**src/idu_pkg.sv**
```systemverilog
// ----------------------------------------------------------------------------
// idu_pkg
// Shared types and constants for the shift-subtract integer divider.
// ----------------------------------------------------------------------------
package idu_pkg;

  localparam int unsigned Width = 32;
  localparam int unsigned CntW  = $clog2(Width);

  typedef enum logic {
    OP_UNSIGNED = 1'b0,
    OP_SIGNED   = 1'b1
  } op_e;

  typedef struct packed {
    logic             operation;
    logic [Width-1:0] dividend;
    logic [Width-1:0] divisor;
  } in_item_t;

  typedef struct packed {
    logic [Width-1:0] quotient;
    logic [Width-1:0] remainder;
  } out_item_t;

  // controller to datapath
  typedef struct packed {
    logic load;
    logic step;
    logic finish;
  } dp_cmd_t;

endpackage

```
**src/idu_ctrl.sv**
```systemverilog
// ----------------------------------------------------------------------------
// idu_ctrl
// Sequencer for the divider: accepts an item, counts the quotient bits and
// hands the finished result to the output register.
// ----------------------------------------------------------------------------
module idu_ctrl (
  input  logic            clk_i,
  input  logic            rst_ni,
  input  logic            in_valid_i,
  output logic            in_stall_o,
  output logic            out_valid_o,
  input  logic            out_stall_i,
  output idu_pkg::dp_cmd_t cmd_o
);
  import idu_pkg::*;

  typedef enum logic [2:0] {
    ST_IDLE = 3'b001,
    ST_CALC = 3'b010,
    ST_FIX  = 3'b100
  } state_e;

  state_e          state_q, state_d;
  logic [CntW-1:0] cnt_q, cnt_d;
  logic            out_valid_q, out_valid_d;
  logic            last_bit;

  assign last_bit = (cnt_q == CntW'(Width - 1));

  always_comb begin
    cmd_o.load   = (state_q == ST_IDLE) && in_valid_i;
    cmd_o.step   = (state_q == ST_CALC);
    // output register free or being emptied this cycle
    cmd_o.finish = (state_q == ST_FIX) && (!out_valid_q || !out_stall_i);
  end

  always_comb begin
    state_d = state_q;
    cnt_d   = cnt_q;
    case (state_q)
      ST_IDLE: begin
        if (in_valid_i) begin
          state_d = ST_CALC;
          cnt_d   = '0;
        end
      end
      ST_CALC: begin
        cnt_d = cnt_q + 1'b1;
        if (last_bit) begin
          state_d = ST_FIX;
        end
      end
      ST_FIX: begin
        if (cmd_o.finish) begin
          state_d = ST_IDLE;
        end
      end
      default: begin
        state_d = ST_IDLE;
      end
    endcase
  end

  always_comb begin
    out_valid_d = out_valid_q;
    if (cmd_o.finish) begin
      out_valid_d = 1'b1;
    end else if (!out_stall_i) begin
      out_valid_d = 1'b0;
    end
  end

  always_ff @(posedge clk_i or negedge rst_ni) begin
    if (!rst_ni) begin
      state_q     <= ST_IDLE;
      cnt_q       <= '0;
      out_valid_q <= 1'b0;
    end else begin
      state_q     <= state_d;
      cnt_q       <= cnt_d;
      out_valid_q <= out_valid_d;
    end
  end

  assign in_stall_o  = (state_q != ST_IDLE);
  assign out_valid_o = out_valid_q;

endmodule

```
**src/idu_datapath.sv**
```systemverilog
// ----------------------------------------------------------------------------
// idu_datapath
// Operand magnitudes, restoring shift-subtract step and sign fix-up, with
// the output result register.
// ----------------------------------------------------------------------------
module idu_datapath (
  input  logic               clk_i,
  input  idu_pkg::dp_cmd_t   cmd_i,
  input  idu_pkg::in_item_t  in_item_i,
  output idu_pkg::out_item_t out_item_o
);
  import idu_pkg::*;

  logic [Width-1:0] quo_q, quo_d;
  logic [Width-1:0] rem_q, rem_d;
  logic [Width-1:0] dvs_q, dvs_d;
  logic             negq_q, negq_d;
  logic             negr_q, negr_d;
  logic             dzero_q, dzero_d;
  out_item_t        res_q, res_d;

  logic             is_signed, nneg, dneg;
  logic [Width:0]   shifted;
  logic [Width+1:0] diff;
  logic             take;

  assign is_signed = (in_item_i.operation == OP_SIGNED);
  assign nneg      = is_signed && in_item_i.dividend[Width-1];
  assign dneg      = is_signed && in_item_i.divisor[Width-1];

  // partial remainder gets one extra bit so the compare never overflows
  assign shifted = {rem_q, quo_q[Width-1]};
  assign diff    = {1'b0, shifted} - {2'b00, dvs_q};
  assign take    = !diff[Width+1];

  always_comb begin
    quo_d   = quo_q;
    rem_d   = rem_q;
    dvs_d   = dvs_q;
    negq_d  = negq_q;
    negr_d  = negr_q;
    dzero_d = dzero_q;
    res_d   = res_q;
    if (cmd_i.load) begin
      quo_d   = nneg ? (Width'(0) - in_item_i.dividend) : in_item_i.dividend;
      dvs_d   = dneg ? (Width'(0) - in_item_i.divisor) : in_item_i.divisor;
      rem_d   = '0;
      negq_d  = nneg ^ dneg;
      negr_d  = nneg;
      dzero_d = (in_item_i.divisor == '0);
    end else if (cmd_i.step) begin
      // dividend bits shift out the top as quotient bits shift in
      quo_d = {quo_q[Width-2:0], take};
      rem_d = take ? diff[Width-1:0] : shifted[Width-1:0];
    end
    if (cmd_i.finish) begin
      // zero divisor leaves the dividend in the remainder already
      if (dzero_q) begin
        res_d.quotient = '0;
      end else begin
        res_d.quotient = negq_q ? (Width'(0) - quo_q) : quo_q;
      end
      res_d.remainder = negr_q ? (Width'(0) - rem_q) : rem_q;
    end
  end

  always_ff @(posedge clk_i) begin
    quo_q   <= quo_d;
    rem_q   <= rem_d;
    dvs_q   <= dvs_d;
    negq_q  <= negq_d;
    negr_q  <= negr_d;
    dzero_q <= dzero_d;
    res_q   <= res_d;
  end

  assign out_item_o = res_q;

endmodule

```
**src/integer_divider_signed_unsigned_unit.sv**
```systemverilog
// ----------------------------------------------------------------------------
// integer_divider_signed_unsigned_unit
// Signed or unsigned 32-bit divider returning quotient and remainder.
// ----------------------------------------------------------------------------
// an item goes through load, shift-subtract steps and sign fix-up into the output register;
//   the fix-up waits while a stalled result still occupies that register
// one quotient bit per cycle (load, 32 steps, sign fix-up); an item is taken only when idle
// the next item is accepted while a finished result waits in the output register
// reset clears the controller and the output valid; no memories, no clearing pass
module integer_divider_signed_unsigned_unit (
  input  logic               clk_i,
  input  logic               rst_ni,
  input  logic               in_valid_i,
  output logic               in_stall_o,
  input  idu_pkg::in_item_t  in_item_i,
  output logic               out_valid_o,
  input  logic               out_stall_i,
  output idu_pkg::out_item_t out_item_o
);
  import idu_pkg::*;

  dp_cmd_t cmd;

  idu_ctrl u_ctrl (
    .clk_i       (clk_i),
    .rst_ni      (rst_ni),
    .in_valid_i  (in_valid_i),
    .in_stall_o  (in_stall_o),
    .out_valid_o (out_valid_o),
    .out_stall_i (out_stall_i),
    .cmd_o       (cmd)
  );

  idu_datapath u_datapath (
    .clk_i      (clk_i),
    .cmd_i      (cmd),
    .in_item_i  (in_item_i),
    .out_item_o (out_item_o)
  );

endmodule

```
**config.mk**
```make
export PLATFORM = sky130hd
export DESIGN_NAME = integer_divider_signed_unsigned_unit
export DESIGN_NICKNAME = d
export VERILOG_FILES = /design/src/idu_pkg.sv /design/src/idu_ctrl.sv /design/src/idu_datapath.sv /design/src/integer_divider_signed_unsigned_unit.sv
export SDC_FILE = /design/constraint.sdc
export NUM_CORES = 1
export LEC_CHECK = 0
export BUFFER_PORTS_ARGS = -buffer_cell sky130_fd_sc_hd__buf_2
export CAP_MARGIN = 20
export CORE_UTILIZATION = 48
export CTS_CLUSTER_DIAMETER = 120
export DETAILED_ROUTE_END_ITERATION = 6
export PLACE_DENSITY_LB_ADDON = 0.05
export REMOVE_ABC_BUFFERS = 1
export SLEW_MARGIN = 20
export SYNTH_ARGS = -nofsm -noshare
export SYNTH_HDL_FRONTEND = slang
export SYNTH_SLANG_ARGS = --single-unit
```
**constraint.sdc**
```tcl
create_clock -name clk_i -period 5.6 [get_ports clk_i]
set_input_delay 1.12 -clock clk_i [delete_from_list [all_inputs] [get_ports clk_i]]
set_output_delay 1.12 -clock clk_i [all_outputs]
set_load 0.005 [all_outputs]
```
==> reports/qor.yml <==
run_status:
  status: "completed"
grt:
  overflow: 0
  grt_max_degree: 39
  grt_pass1_vias: 7574
  grtUsageTotal_pct: 22.14
  antenna_found_initial: 0
  grt_pass1_wl_um: 39020
synthesis:
  synthCells: 1126
  synth_edf_count: 131
  synth_ff_type: "edfxtp_1"
  yosysSeqAreaShare_pct: 45.59
  yosys.area_share.simple_pct: 15.94
  yosysWarnings: 0
  netlist.area_leader.share_pct: 37.35
  async_reset_ff_share_pct: 5.233
  synthAdderAreaFrac_pct: 4.705
  synth.area.top_cells: "edfxtp_1 37%, xnor2_1 6.7%, dfxtp_1 6.1%, o21ai_0 5.7%, xor2_1 5.4%"
  synth-compound-area-share_pct: 17.45
  ys_ff_latch: 172
  synth_xor_area_share_pct: 12.14
  synth_mux_area_share_pct: 0.5703
  synth_top_family_by_area: "compound AO/OA/AOI/OAI gates"
  synth.avg_cell_area_um2: 9.353
  synth_area_um2: 10530
  yosysTopAreaCell: "edfxtp_1"
  yosysUniqueCellTypes: 63
timing:
  skew_ns: 0.01097
  setup_viol: 0
  max_freq_mhz: 276.3
  finalCritPeriodShare_pct: 64.63
  layout_setup_ws_ns: 1.981
  fin_tns_setup_ns: 0
  min_period_ns: 3.619
  relSlewSlack_pct: 29.22
  tightest_slew_ns: 1.062
  rsz0062_at_grt: "no"
  drv_slew: 0
  hold_viol: 0
  timing.hold.ws_ns: 0.5212
floorplan:
  ios: 135
  die_h_um: 150.1
  fp.coreArea_um2: 21290
  num_rows: 53
  start_util_pct: 49.47
  dieWidth_um: 150.1
  dieArea_um2: 22540
min_path:
  whs_endpoint: "u_ctrl.cnt_q[4]"
  hp-start: "u_ctrl.cnt_q[4]"
  whs_path_depth: 2
  hold_path_class: "reg2reg"
final_layout:
  multi_input_area_um2: 5373
  final_cell_mix: "134 x buf_2, 131 x edfxtp_1, 125 x nand2_1"
  diodes: 0
  final_common_cell: "buf_2"
  area_growth_syn_to_layout_pct: 14.30
  final_cells: 1530
  nets: 1350
  regArea_um2: 4801
  design_area_um2: 12040
  num-fill-cells: 1922
  drive_gt1_share_pct: 15.22
worst_setup_path:
  worstSetupStartpointType: "input pin"
  path_class: "in2reg"
  crit_start: "in_item_i[36]"
  reg2reg_depth: 8
  timing.rr.end: "u_datapath.rem_q[25]"
  path_max_fanout: 4
  r2r-start: "u_datapath.rem_q[14]"
  crit_required_ns: 5.75
  cp_data_arrival_time_ns: 3.77
  ff2ff_setup_slack_ns: 2.20
  critPathCaptureType: "register"
cts:
  clock-root-buffer: "clkbuf_16"
  holdBufCountCts: 0
  insertion_delay_ns: 0.43
  cts_buffers: 17
  cts_tree: "done"
  clock_path_buffers: 2
  clock_sinks: 172
  cts.repair.resized: 0
  clk_pin_slew_ns: 0.06
  h-tree-depth: 4
  post_cts_buffers: 0
place:
  hpwl_um: 18540
  place_inst: 1496
  io_buffer_count: 134
  placedInstanceArea_um2: 11450
  globalplace.congestion: 0.8713
  pre_cts_ws_ns: 1.601
route:
  first_iter_violations: 616
  drtAntennaViolNets: 0
  routed_wl_um: 24160
  drc_errors: 0
  vias: 8401
  drt-wirelength-per-cell_um: 15.79
  viasPerCell: 5.491
  first_pass_iters: 5
pwr:
  p_leak_nw: 4.764
  power.density_nw_per_um2: 476.8
  ir_drop_mv: 0.2243
job:
  maxCapViolCount: 0
metrics by stage:
stage | util (%) | total power, mW
2_1_floorplan | - | 3.998
3_3_place_gp | 53.79 | 4.627
3_5_place_dp | 53.79 | 4.655
4_1_cts | 56.35 | 5.758
5_1_grt | 56.55 | 6.184
6_report | 56.55 | 5.740
worst max-delay path: stages:
cell and delay, ns:
buf_2 0.11, or3_1 0.42, nor4bb_1 0.69, nand2_1 0.24, nor4_1 0.42, nand2_1 0.16, o41ai_1 0.32, xor2_1 0.18
o21ai_0 0.10
layout make-up:
| type | count | area share [%] |
|---|---|---|
| Timing Repair Buffer | 144 | 6.423 |
| Tap cell | 275 | 2.858 |
| Clock buffer | 21 | 3.825 |
| Clock inverter | 11 | 0.6964 |
| Sequential cell | 172 | 39.88 |
| Inverter | 54 | 1.684 |
| Multi-Input combinational cell | 853 | 44.63 |
registers in the layout, indices dropped and copies added (netlist names):
name                   flops
u_datapath.rem_q          32
u_ctrl.cnt_q               5
u_datapath.dzero_q         1
u_datapath.negr_q          1
u_datapath.negq_q          1
u_ctrl.out_valid_o         1
u_datapath.dvs_q          32
u_ctrl.state_q             3
u_datapath.quo_q          32
u_datapath.out_item_o     64
report_power, final:
part           leakage (nW)  internal (mW)  switching [mW]
Clock                 0.269          0.597           0.502
Combinational          2.90           1.00            1.42
Sequential             1.59           1.85           0.365
Total                  4.76           3.45            2.29
synth_stat cells (6+ instances only):
cell type,number
nand2b_1,10
xor2_1,65
a21oi_1,73
nor3_1,15
nand3_1,23
or4_1,11
edfxtp_1,131
a211oi_1,8
dfrtp_1,8
xnor2_1,81
a32oi_1,11
inv_1,54
a21o_1,9
o211ai_1,10
nand2_1,126
and2_1,6
ha_1,38
nor4_1,15
o21ai_0,119
o21a_1,6
mux2i_1,6
nor2_1,107
a31oi_1,9
o41ai_1,12
clkbuf_1,44
o31ai_1,21
dfxtp_1,32
or3_1,17
per-layer routing:
layer | track usage [%] | wire, um | up-vias
met5 | 0 | 0 | -
met4 | 4.343 | 146 | 0
met3 | 3.545 | 1336 | 11
met2 | 30.88 | 9793 | 223
met1 | 35.51 | 12890 | 3861
li1 | - | - | 4306
how the worst max path moves through the flow:
stage	to	slack (ns)	cells after the start
floorplan	u_datapath.quo_q[0]	0.17	4
global placement	u_datapath.quo_q[29]	1.63	9
detailed placement	u_datapath.quo_q[29]	1.60	9
CTS	u_datapath.quo_q[29]	2.00	9
global route	u_datapath.quo_q[29]	1.62	9
finish	u_datapath.quo_q[29]	1.98	9
kinds of logic after synthesis:
kind of cell / count (synthesis)
compound gates: 302
xor+xnor: 146
fa+ha+maj: 39
buf+inv: 101
flops: 172
mux: 6
simple gates: 360
(Power assumes the default switching activity.)
